File: config.mk
export PLATFORM = sky130hd
export DESIGN_NAME = linear_diophantine_solver
export DESIGN_NICKNAME = d
export VERILOG_FILES = /design/src/sv/lds_pkg.sv /design/src/sv/lds_div.sv /design/src/sv/lds_seq.sv /design/src/sv/linear_diophantine_solver.sv
export SDC_FILE = /design/constraint.sdc
export NUM_CORES = 2
export LEC_CHECK = 0
export BUFFER_PORTS_ARGS = -buffer_cell sky130_fd_sc_hd__buf_4
export CELL_PAD_IN_SITES_DETAIL_PLACEMENT = 1
export CELL_PAD_IN_SITES_GLOBAL_PLACEMENT = 1
export CORE_ASPECT_RATIO = 2
export CORE_MARGIN = 3
export CORE_UTILIZATION = 45
export DETAILED_ROUTE_END_ITERATION = 16
export GPL_TIMING_DRIVEN = 0
export PLACE_DENSITY = 0.78
export SYNTH_ARGS = -nofsm -noshare
export SYNTH_HDL_FRONTEND = slang
export SYNTH_HIERARCHICAL = 1
export SYNTH_SLANG_ARGS = --single-unit
File: constraint.sdc
create_clock -name clk -period 11.92 [get_ports clk]
set_clock_uncertainty 0.2 [all_clocks]
set_input_delay 1.192 -clock clk [delete_from_list [all_inputs] [get_ports clk]]
set_output_delay 1.192 -clock clk [all_outputs]
set_load 0.02 [all_outputs]
File: src/sv/lds_pkg.sv
`default_nettype none

package lds_pkg;

  // field widths of the item and result channels
  localparam int LDS_OPER_WIDTH = 16;
  localparam int LDS_D_WIDTH    = 32;
  localparam int LDS_SOL_WIDTH  = 64;
  localparam int LDS_IDX_WIDTH  = 3;
  localparam int LDS_ST_WIDTH   = 2;

  // parameter defaults
  localparam int LDS_NUM_GENERAL = 5;
  localparam int LDS_COEF_WIDTH  = 16;

  // divider step counter, wide enough for a full-width target division
  localparam int LDS_CNT_W = $clog2(LDS_D_WIDTH + 1);

  // status codes
  localparam logic [LDS_ST_WIDTH-1:0] ST_OK    = 2'd0;
  localparam logic [LDS_ST_WIDTH-1:0] ST_ZERO  = 2'd1;
  localparam logic [LDS_ST_WIDTH-1:0] ST_NODIV = 2'd2;

  typedef struct packed {
    logic                 start;
    logic [LDS_CNT_W-1:0] len;
  } div_ctl_t;

  typedef struct packed {
    logic [LDS_SOL_WIDTH-1:0]  x;
    logic [LDS_SOL_WIDTH-1:0]  y;
    logic [LDS_OPER_WIDTH-1:0] g;
    logic [LDS_IDX_WIDTH-1:0]  index;
    logic [LDS_ST_WIDTH-1:0]   status;
    logic                      last;
  } res_t;

endpackage

`default_nettype wire

File: src/sv/lds_div.sv
`default_nettype none

module lds_div #(
  parameter int EW = lds_pkg::LDS_COEF_WIDTH
) (
  input  wire logic                            clk,
  input  wire logic                            rst,
  input  wire lds_pkg::div_ctl_t               ctl,
  input  wire logic [lds_pkg::LDS_D_WIDTH-1:0] dividend,
  input  wire logic [EW-1:0]                   divisor,
  output logic                                 busy,
  output logic [lds_pkg::LDS_D_WIDTH-1:0]      quo,
  output logic [EW-1:0]                        rem
);
  import lds_pkg::*;

  logic [EW-1:0]        dvs;
  logic [LDS_CNT_W-1:0] cnt;
  logic [EW:0]          rem_sh;
  logic [EW:0]          diff;

  // restoring step: one quotient bit per cycle, msb first
  always_comb begin
    rem_sh = {rem, quo[LDS_D_WIDTH-1]};
    diff   = rem_sh - {1'b0, dvs};
  end

  always_ff @(posedge clk) begin
    if (rst) begin
      busy <= 1'b0;
    end else if (ctl.start) begin
      busy <= 1'b1;
    end else if (busy && cnt == LDS_CNT_W'(1)) begin
      busy <= 1'b0;
    end
  end

  always_ff @(posedge clk) begin
    if (ctl.start) begin
      quo <= dividend;
      rem <= '0;
      dvs <= divisor;
      cnt <= ctl.len;
    end else if (busy) begin
      quo <= {quo[LDS_D_WIDTH-2:0], ~diff[EW]};
      rem <= diff[EW] ? rem_sh[EW-1:0] : diff[EW-1:0];
      cnt <= cnt - LDS_CNT_W'(1);
    end
  end

endmodule

`default_nettype wire

File: src/sv/lds_seq.sv
`default_nettype none

module lds_seq #(
  parameter int NUM_GENERAL = lds_pkg::LDS_NUM_GENERAL,
  parameter int COEF_WIDTH  = lds_pkg::LDS_COEF_WIDTH,
  localparam int EW = (COEF_WIDTH < lds_pkg::LDS_OPER_WIDTH) ? COEF_WIDTH
                                                             : lds_pkg::LDS_OPER_WIDTH
) (
  input  wire logic                               clk,
  input  wire logic                               rst,
  input  wire logic                               start,
  input  wire logic [lds_pkg::LDS_OPER_WIDTH-1:0] operand_a,
  input  wire logic [lds_pkg::LDS_OPER_WIDTH-1:0] operand_b,
  input  wire logic signed [lds_pkg::LDS_D_WIDTH-1:0] target_d,
  output logic                                    busy,
  output lds_pkg::div_ctl_t                       div_ctl,
  output logic [lds_pkg::LDS_D_WIDTH-1:0]         div_dividend,
  output logic [EW-1:0]                           div_divisor,
  input  wire logic                               div_busy,
  input  wire logic [lds_pkg::LDS_D_WIDTH-1:0]    div_quo,
  input  wire logic [EW-1:0]                      div_rem,
  output logic                                    res_valid,
  output lds_pkg::res_t                           res,
  input  wire logic                               res_take
);
  import lds_pkg::*;

  localparam int KW = $clog2(NUM_GENERAL + 1);
  localparam int QW = LDS_D_WIDTH + 1;
  localparam int PW = QW + EW + 1;

  typedef enum logic [10:0] {
    IDLE     = 11'b00000000001,
    EUC_GO   = 11'b00000000010,
    EUC_WAIT = 11'b00000000100,
    EUC_S    = 11'b00000001000,
    EUC_T    = 11'b00000010000,
    D_GO     = 11'b00000100000,
    D_WAIT   = 11'b00001000000,
    D_X      = 11'b00010000000,
    D_Y      = 11'b00100000000,
    D_Z      = 11'b01000000000,
    EMIT     = 11'b10000000000
  } state_t;

  state_t state;

  logic [EW-1:0]            r0, r1;
  logic signed [EW:0]       s0, s1, t0, t1;
  logic signed [PW-1:0]     prod;
  logic signed [QW-1:0]     qd;
  logic                     dneg;
  logic [LDS_D_WIDTH-1:0]   dmag;
  logic signed [LDS_SOL_WIDTH-1:0] x, y;
  logic [LDS_ST_WIDTH-1:0]  st;
  logic                     zflag;
  logic [KW-1:0]            k;

  logic [EW-1:0]            a_m, b_m;
  logic signed [QW-1:0]     mul_a;
  logic signed [EW:0]       mul_b;
  logic signed [PW-1:0]     prod_w;
  logic [EW:0]              bg, ag;
  logic                     is_last;

  assign a_m = operand_a[EW-1:0];
  assign b_m = operand_b[EW-1:0];

  // the one multiplier: euclid quotient or signed target quotient times a coefficient
  always_comb begin
    if (state == D_X || state == D_Y) begin
      mul_a = qd;
    end else begin
      mul_a = $signed(QW'(div_quo[EW-1:0]));
    end
    unique case (state)
      EUC_WAIT: mul_b = s1;
      EUC_S:    mul_b = t1;
      D_X:      mul_b = s0;
      D_Y:      mul_b = t0;
      default:  mul_b = '0;
    endcase
    prod_w = mul_a * mul_b;
  end

  // final coefficients are plus or minus b/g and a/g
  assign bg = s1[EW] ? (EW+1)'(0) - s1 : s1;
  assign ag = t1[EW] ? (EW+1)'(0) - t1 : t1;

  assign is_last = zflag | (k == KW'(NUM_GENERAL));

  always_comb begin
    div_ctl.start = (state == EUC_GO) || (state == D_GO);
    if (state == D_GO) begin
      div_ctl.len  = LDS_CNT_W'(LDS_D_WIDTH);
      div_dividend = dmag;
      div_divisor  = r0;
    end else begin
      div_ctl.len  = LDS_CNT_W'(EW);
      div_dividend = {r0, {(LDS_D_WIDTH - EW){1'b0}}};
      div_divisor  = r1;
    end
  end

  assign busy       = (state != IDLE);
  assign res_valid  = (state == EMIT);
  assign res.x      = x;
  assign res.y      = y;
  assign res.g      = LDS_OPER_WIDTH'(r0);
  assign res.index  = LDS_IDX_WIDTH'(k);
  assign res.status = st;
  assign res.last   = is_last;

  always_ff @(posedge clk) begin
    if (rst) begin
      state <= IDLE;
    end else begin
      unique case (state)
        IDLE: begin
          if (start) begin
            state <= (a_m == '0 || b_m == '0) ? EMIT : EUC_GO;
          end
        end
        EUC_GO:   state <= EUC_WAIT;
        EUC_WAIT: begin
          if (!div_busy) begin
            state <= EUC_S;
          end
        end
        EUC_S:    state <= EUC_T;
        EUC_T:    state <= (div_rem == '0) ? D_GO : EUC_GO;
        D_GO:     state <= D_WAIT;
        D_WAIT: begin
          if (!div_busy) begin
            state <= D_X;
          end
        end
        D_X:      state <= D_Y;
        D_Y:      state <= D_Z;
        D_Z:      state <= EMIT;
        EMIT: begin
          if (res_take && is_last) begin
            state <= IDLE;
          end
        end
        default:  state <= IDLE;
      endcase
    end
  end

  always_ff @(posedge clk) begin
    unique case (state)
      IDLE: begin
        if (start) begin
          s0   <= (EW+1)'(1);
          s1   <= '0;
          t0   <= '0;
          t1   <= (EW+1)'(1);
          dneg <= target_d[LDS_D_WIDTH-1];
          dmag <= target_d[LDS_D_WIDTH-1] ? LDS_D_WIDTH'(-target_d)
                                          : LDS_D_WIDTH'(target_d);
          k    <= '0;
          if (a_m == '0 || b_m == '0) begin
            zflag <= 1'b1;
            r0    <= a_m | b_m;
            x     <= '0;
            y     <= '0;
            st    <= ST_ZERO;
          end else begin
            zflag <= 1'b0;
            r0    <= a_m;
            r1    <= b_m;
          end
        end
      end
      EUC_WAIT: begin
        if (!div_busy) begin
          prod <= prod_w;
        end
      end
      EUC_S: begin
        s0   <= s1;
        s1   <= s0 - prod[EW:0];
        prod <= prod_w;
      end
      EUC_T: begin
        t0 <= t1;
        t1 <= t0 - prod[EW:0];
        r0 <= r1;
        r1 <= div_rem;
      end
      D_WAIT: begin
        if (!div_busy) begin
          qd <= dneg ? -$signed({1'b0, div_quo}) : $signed({1'b0, div_quo});
          st <= (div_rem != '0) ? ST_NODIV : ST_OK;
        end
      end
      D_X: prod <= prod_w;
      D_Y: begin
        x    <= LDS_SOL_WIDTH'(prod);
        prod <= prod_w;
      end
      D_Z: y <= LDS_SOL_WIDTH'(prod);
      EMIT: begin
        if (res_take && !is_last) begin
          k <= k + KW'(1);
          x <= x + LDS_SOL_WIDTH'(bg);
          y <= y - LDS_SOL_WIDTH'(ag);
        end
      end
      default: begin
      end
    endcase
  end

endmodule

`default_nettype wire

File: src/sv/linear_diophantine_solver.sv
// Solves a*x + b*y = d for one request at a time. A request carries unsigned a and b (only
// the low COEF_WIDTH bits count) and a signed 32-bit d. The block runs the extended Euclidean
// algorithm to find g = gcd(a,b) and Bezout coefficients s, t, then sends a run of
// NUM_GENERAL+1 results: index 0 is the particular solution x0 = (d/g)*s, y0 = (d/g)*t with
// d/g truncated toward zero, and index k is x0 + k*(b/g), y0 - k*(a/g); last marks the final
// result of the run. If a or b is zero a single result comes back with status 1, zero x and y,
// and g set to the nonzero operand. If g does not divide d the full run still comes back,
// every result with status 2. in_stall stays high from the accepted request until its last
// result has been handed to the output register. Each Euclid step runs the shared radix-2
// divider and uses the one shared multiplier twice; 16-bit operands need at most 23 steps.
// The divider then divides the magnitude of d by g, the multiplier forms the particular
// solution, and the results go out one after another as the output register takes each one;
// a request with a zero operand goes straight to its single result.
`default_nettype none

module linear_diophantine_solver #(
  parameter int NUM_GENERAL = lds_pkg::LDS_NUM_GENERAL,
  parameter int COEF_WIDTH  = lds_pkg::LDS_COEF_WIDTH
) (
  input  wire logic                                   clk,
  input  wire logic                                   rst,
  // request channel
  input  wire logic                                   in_valid,
  output logic                                        in_stall,
  input  wire logic [lds_pkg::LDS_OPER_WIDTH-1:0]     operand_a,
  input  wire logic [lds_pkg::LDS_OPER_WIDTH-1:0]     operand_b,
  input  wire logic signed [lds_pkg::LDS_D_WIDTH-1:0] target_d,
  // result channel
  output logic                                        out_valid,
  input  wire logic                                   out_stall,
  output logic signed [lds_pkg::LDS_SOL_WIDTH-1:0]    solution_x,
  output logic signed [lds_pkg::LDS_SOL_WIDTH-1:0]    solution_y,
  output logic [lds_pkg::LDS_OPER_WIDTH-1:0]          divisor_g,
  output logic [lds_pkg::LDS_IDX_WIDTH-1:0]           solution_index,
  output logic [lds_pkg::LDS_ST_WIDTH-1:0]            status,
  output logic                                        last
);
  import lds_pkg::*;

  // effective coefficient width, capped by the operand ports
  localparam int EW = (COEF_WIDTH < LDS_OPER_WIDTH) ? COEF_WIDTH : LDS_OPER_WIDTH;

  logic                   busy;
  logic                   start;
  div_ctl_t               div_ctl;
  logic [LDS_D_WIDTH-1:0] div_dividend;
  logic [EW-1:0]          div_divisor;
  logic                   div_busy;
  logic [LDS_D_WIDTH-1:0] div_quo;
  logic [EW-1:0]          div_rem;
  logic                   res_valid;
  res_t                   res;
  logic                   res_take;
  res_t                   out_q;

  // one request in flight at a time
  assign in_stall = busy;
  assign start    = in_valid & ~busy;

  // sequencer: euclid loop, target division, result run
  lds_seq #(
    .NUM_GENERAL (NUM_GENERAL),
    .COEF_WIDTH  (COEF_WIDTH)
  ) u_seq (
    .clk          (clk),
    .rst          (rst),
    .start        (start),
    .operand_a    (operand_a),
    .operand_b    (operand_b),
    .target_d     (target_d),
    .busy         (busy),
    .div_ctl      (div_ctl),
    .div_dividend (div_dividend),
    .div_divisor  (div_divisor),
    .div_busy     (div_busy),
    .div_quo      (div_quo),
    .div_rem      (div_rem),
    .res_valid    (res_valid),
    .res          (res),
    .res_take     (res_take)
  );

  // shared divider, used for every euclid quotient and for d/g
  lds_div #(
    .EW (EW)
  ) u_div (
    .clk      (clk),
    .rst      (rst),
    .ctl      (div_ctl),
    .dividend (div_dividend),
    .divisor  (div_divisor),
    .busy     (div_busy),
    .quo      (div_quo),
    .rem      (div_rem)
  );

  // output register: refills in the same cycle the held result is taken
  assign res_take = res_valid & (~out_valid | ~out_stall);

  always_ff @(posedge clk) begin
    if (rst) begin
      out_valid <= 1'b0;
    end else if (res_take) begin
      out_valid <= 1'b1;
    end else if (!out_stall) begin
      out_valid <= 1'b0;
    end
  end

  always_ff @(posedge clk) begin
    if (res_take) begin
      out_q <= res;
    end
  end

  assign solution_x     = out_q.x;
  assign solution_y     = out_q.y;
  assign divisor_g      = out_q.g;
  assign solution_index = out_q.index;
  assign status         = out_q.status;
  assign last           = out_q.last;

endmodule

`default_nettype wire

==> key figures <==
Drt
  • Vias: 36,014
  • Mean routed wirelength per cell: 25.34 µm
  • Vias per Instance: 5.726
  • Drt total wl: 159,400 µm
  • Antenna-violating nets left: 0
  • Initial DRC Count: 2,204
  • DR pass1 iterations: 5
  • Post-route DRC: 0

Synthesis
  • EDFF count, synth: 554
  • Cell Area, Synth: 47,810 µm²
  • Register bit total from synthesis: 583
  • Post-synth top flop: edfxtp_1
  • Average cell area after synthesis: 10.41 µm²
  • Mapped Cells: 4,591
  • Ys Warns: 6
  • Seq/Total Area, Yosys: 36.01%
  • FFs w/ async S/R, synth: 0%
  • Synth unique cells: 88

CTS
  • Clk_lat worst skew: ~0.65 ns
  • Clk pin slew, worst setup/hold paths: 0.07 ns
  • Num CTS Buffers: 53
  • CTS Buffer Depth: 3
  • Clk sinks: 583
  • CTS tree: done
  • Clock root cell: clkbuf_16
  • H-tree depth: 2
  • Hold Buf Count CTS: 0

Global route
  • First-pass GRT wire length: 240,600 µm
  • Largest net degree at the start of global routing: 39
  • Tot GR Track Use: 28.81%
  • Antenna violations before repair: 2
  • Vias in the first global route: about 41,000
  • Total grt overflow: 0

Setup path
  • Flop2flop setup slack: 0.48 ns
  • Top cell by count, worst path: fa_1
  • Slowest CP cell: clkbuf_1
  • FF-to-FF Start: u_seq/state[9]
  • CP max stage delay: 0.63 ns
  • R2R cell count: 31
  • Worst path bufs/invs: 6
  • Critical Path Source Type: register
  • Setup CP Type: register to register
  • Worst setup startpoint: u_seq/state[9]
  • Critical path fanouts, max: 10
  • Critical Path RT: 12.10 ns
  • Largest delay contributor family on the critical path: adder cells
  • CP arrival: 11.63 ns
  • Setup crit end kind: register
  • RR Endpoint: u_seq/prod[46]

STA
  • Worst Tran Pin Value: around 1.4 ns
  • Slew Viols, Final: 0
  • Endpoints failing setup: 0
  • Hold Vio Cnt, Final: 0
  • RSZ-0062 raised after global routing: false
  • Period utilization: 95.99%
  • Crit path time final: 11.44 ns
  • Slew headroom: 3.665%
  • Max frequency: 87.39 MHz
  • Setup TNS: 0 ns

Final layout
  • Share of layout cells above drive strength 1: between 10% and 20%
  • Nets: 5,704
  • Fin area: 53,470 µm²
  • Register area: 17,220 µm²
  • Non-filler cells, final: 6,290
  • Area Overhead vs Synth: 11.85%
  • Area of the multi-input gates: around 28,000 µm²
  • # fillers: 11,631

Floorplanning
  • Die height: 467.0 µm
  • Placeable Area: 105,100 µm²
  • Die Area: 110,400 µm²
  • Die W: 236.5 µm
  • Initial Utilization: 45.49%
  • # rows: about 170
  • I/O pin cnt: 220

Place
  • GPL Wtd Cong: between 0.9 and 1
  • Post-Place Cells: 6,190
  • Placed inst area: 51,530 µm²
  • IO buf count: between 200 and 250
  • Post-DP HPWL: about 130,000 µm

Worst hold path
  • Hold path endpoint: status[1]
  • Hold crit path type: register to register
  • Worst Min Path Start: u_seq/st[1]
  • WHS Path Cells: 0

Pwr
  • Pwr dens: between 100 and 150 nW/µm²
  • Leakage: 0.02237 µW
  • Worst IR Drop VDD: approximately 0.11 mV

Status
  • Status: finished clean

Run
  • Max cap viols: 0
==> through the flow <==
stage               worst slack (ns)  total power [µW]  hold slack [ns]  utilization (%)
finish                        0.4775              7747           0.2569            50.88
global route                0.008470              8135           0.2658            50.88
CTS                          0.05018              7733           0.2552            50.75
detailed placement            -1.095              5938           0.2449            49.03
global placement              -2.892              5795           0.2403            48.69
floorplan                      2.108              5012           0.2003                -
==> registers in the layout (all words and copies together), names as in the netlist, 3 cells and up <==
| name | flops |
|---|---|
| u_seq/t0 | 17 |
| u_seq/qd | 33 |
| solution_x | 64 |
| u_seq/y | 64 |
| u_seq/s1 | 17 |
| divisor_g | 16 |
| u_seq/r0 | 16 |
| u_seq/r1 | 16 |
| u_seq/dmag | 32 |
| solution_index | 3 |
| solution_y | 64 |
| u_seq/prod | 50 |
| u_seq/s0 | 17 |
| u_seq/state | 11 |
| u_div/rem | 16 |
| u_div/cnt | 6 |
| u_div/quo | 32 |
| u_seq/t1 | 17 |
| u_seq/k | 3 |
| u_div/dvs | 16 |
| u_seq/x | 64 |
==> final cells by class <==
type	count	area share (%)
repair buffers	240	3.709
clock buffers	57	2.548
flip-flops and latches	583	32.20
multi-input cells	3194	51.79
plain buffers	168	1.306
clock inverters	39	0.7160
inverters	648	4.549
diodes	1	0.004680
well taps	1360	3.182
==> synth_stat cells, types with 11 or more instances <==
library cell | number | share of area (%)
and2_1 | 81 | 1.1
xnor2_1 | 196 | 3.6
and3_1 | 22 | 0.29
fa_1 | 541 | 23
o21ai_0 | 189 | 2.0
nand4_1 | 30 | 0.39
mux2i_1 | 16 | 0.33
nor2b_1 | 23 | 0.30
ha_1 | 207 | 5.4
a22oi_1 | 30 | 0.47
mux2_2 | 78 | 1.8
o31ai_1 | 31 | 0.49
o22ai_1 | 30 | 0.39
or4_1 | 26 | 0.41
edfxtp_1 | 554 | 35
buf_1 | 12 | 0.094
nand3_1 | 49 | 0.51
nor2_1 | 430 | 3.4
nor3_1 | 44 | 0.46
o41ai_1 | 11 | 0.20
nand2b_1 | 32 | 0.42
xor2_1 | 99 | 1.8
clkbuf_1 | 148 | 1.2
a21oi_1 | 153 | 1.6
nand2_1 | 577 | 4.5
o21bai_1 | 15 | 0.24
dfxtp_1 | 29 | 1.2
or3_1 | 25 | 0.33
a21o_1 | 48 | 0.75
nor4_1 | 25 | 0.33
o21a_1 | 21 | 0.33
inv_1 | 646 | 5.1
==> timing repair <==
| action | CTS | global route |
|---|---|---|
| endpoints found under the setup margin | 14 | 7 |
| setup buffers | 0 | 3 |
| gates resized for setup | 15 | 38 |
==> worst register-to-register path: cells and delay by family (launching register included) <==
| kind | cells | cell delay [ns] |
|---|---|---|
| xor+xnor | 1 | 0.10 |
| simple gates | 7 | 1.83 |
| buf+inv | 6 | 1.83 |
| flops | 1 | 0.32 |
| compound gates | 10 | 3.28 |
| fa+ha+maj | 7 | 3.61 |
==> metal layers <==
layer,vias to the layer above,routed length (µm),track usage [%]
li1,15797,-,-
met1,18381,50940,27.51
met2,1253,85690,54.75
met3,583,6458,2.983
met4,0,16320,23.89
met5,-,0,0
==> cells in the final DEF, fill, tap and decap left out, types with 9 or more instances in the layout <==
| cell type | n |
|---|---|
| edfxtp_1 | 554 |
| a211oi_1 | 10 |
| clkbuf_2 | 11 |
| o41ai_1 | 11 |
| fa_1 | 541 |
| o21a_1 | 21 |
| clkinv_1 | 9 |
| clkbuf_16 | 54 |
| a21oi_1 | 150 |
| nand3_1 | 49 |
| dfxtp_1 | 29 |
| xor2_1 | 99 |
| mux2_2 | 78 |
| o21bai_1 | 15 |
| a22oi_1 | 30 |
| nor3_1 | 44 |
| and2_1 | 81 |
| buf_12 | 9 |
| ha_1 | 207 |
| o31ai_1 | 31 |
| clkinv_2 | 12 |
| a21o_1 | 48 |
| or4_1 | 26 |
| nor4_1 | 25 |
| nor2b_1 | 23 |
| or2_2 | 10 |
| nand2_1 | 574 |
| buf_4 | 230 |
| or3_1 | 25 |
| clkbuf_1 | 141 |
| o22ai_1 | 30 |
| o21ai_0 | 187 |
| xnor2_1 | 196 |
| and3_1 | 22 |
| nand2b_1 | 32 |
| inv_1 | 645 |
| nor2_1 | 429 |
| nand4_1 | 30 |
==> report_power, final <==
| part | internal (µW) | switching (µW) |
|---|---|---|
| registers | 2880 | 458 |
| clock network | 930 | 840 |
| logic | 1020 | 1620 |
| total | 4820 | 2920 |
==> logic make-up (layout without fill, tap and decap cells) <==
logic type / after synthesis / after routing / share of synthesized area (%)
muxes: 94 / 94 / 2.172
buffers and inverters: 817 / 1152 / 6.504
adders and majority gates: 748 / 748 / 28.07
xor gates and xnor gates: 295 / 295 / 5.404
DFF: 583 / 583 / 36.01
AOI/OAI and AO/OA: 638 / 638 / 8.524
other: 1 / 5 / 0.007844
and+or+nand+nor: 1415 / 1415 / 13.31
==> worst max path at each step <==
stage,to,depth (start not counted)
floorplan,u_seq/x[0],9
global placement,u_seq/x[36],9
detailed placement,u_seq/prod[46],33
CTS,u_seq/prod[46],32
global route,u_seq/prod[48],34
finish,u_seq/prod[46],31
No activity file was read; power rests on OpenSTA's default activity.
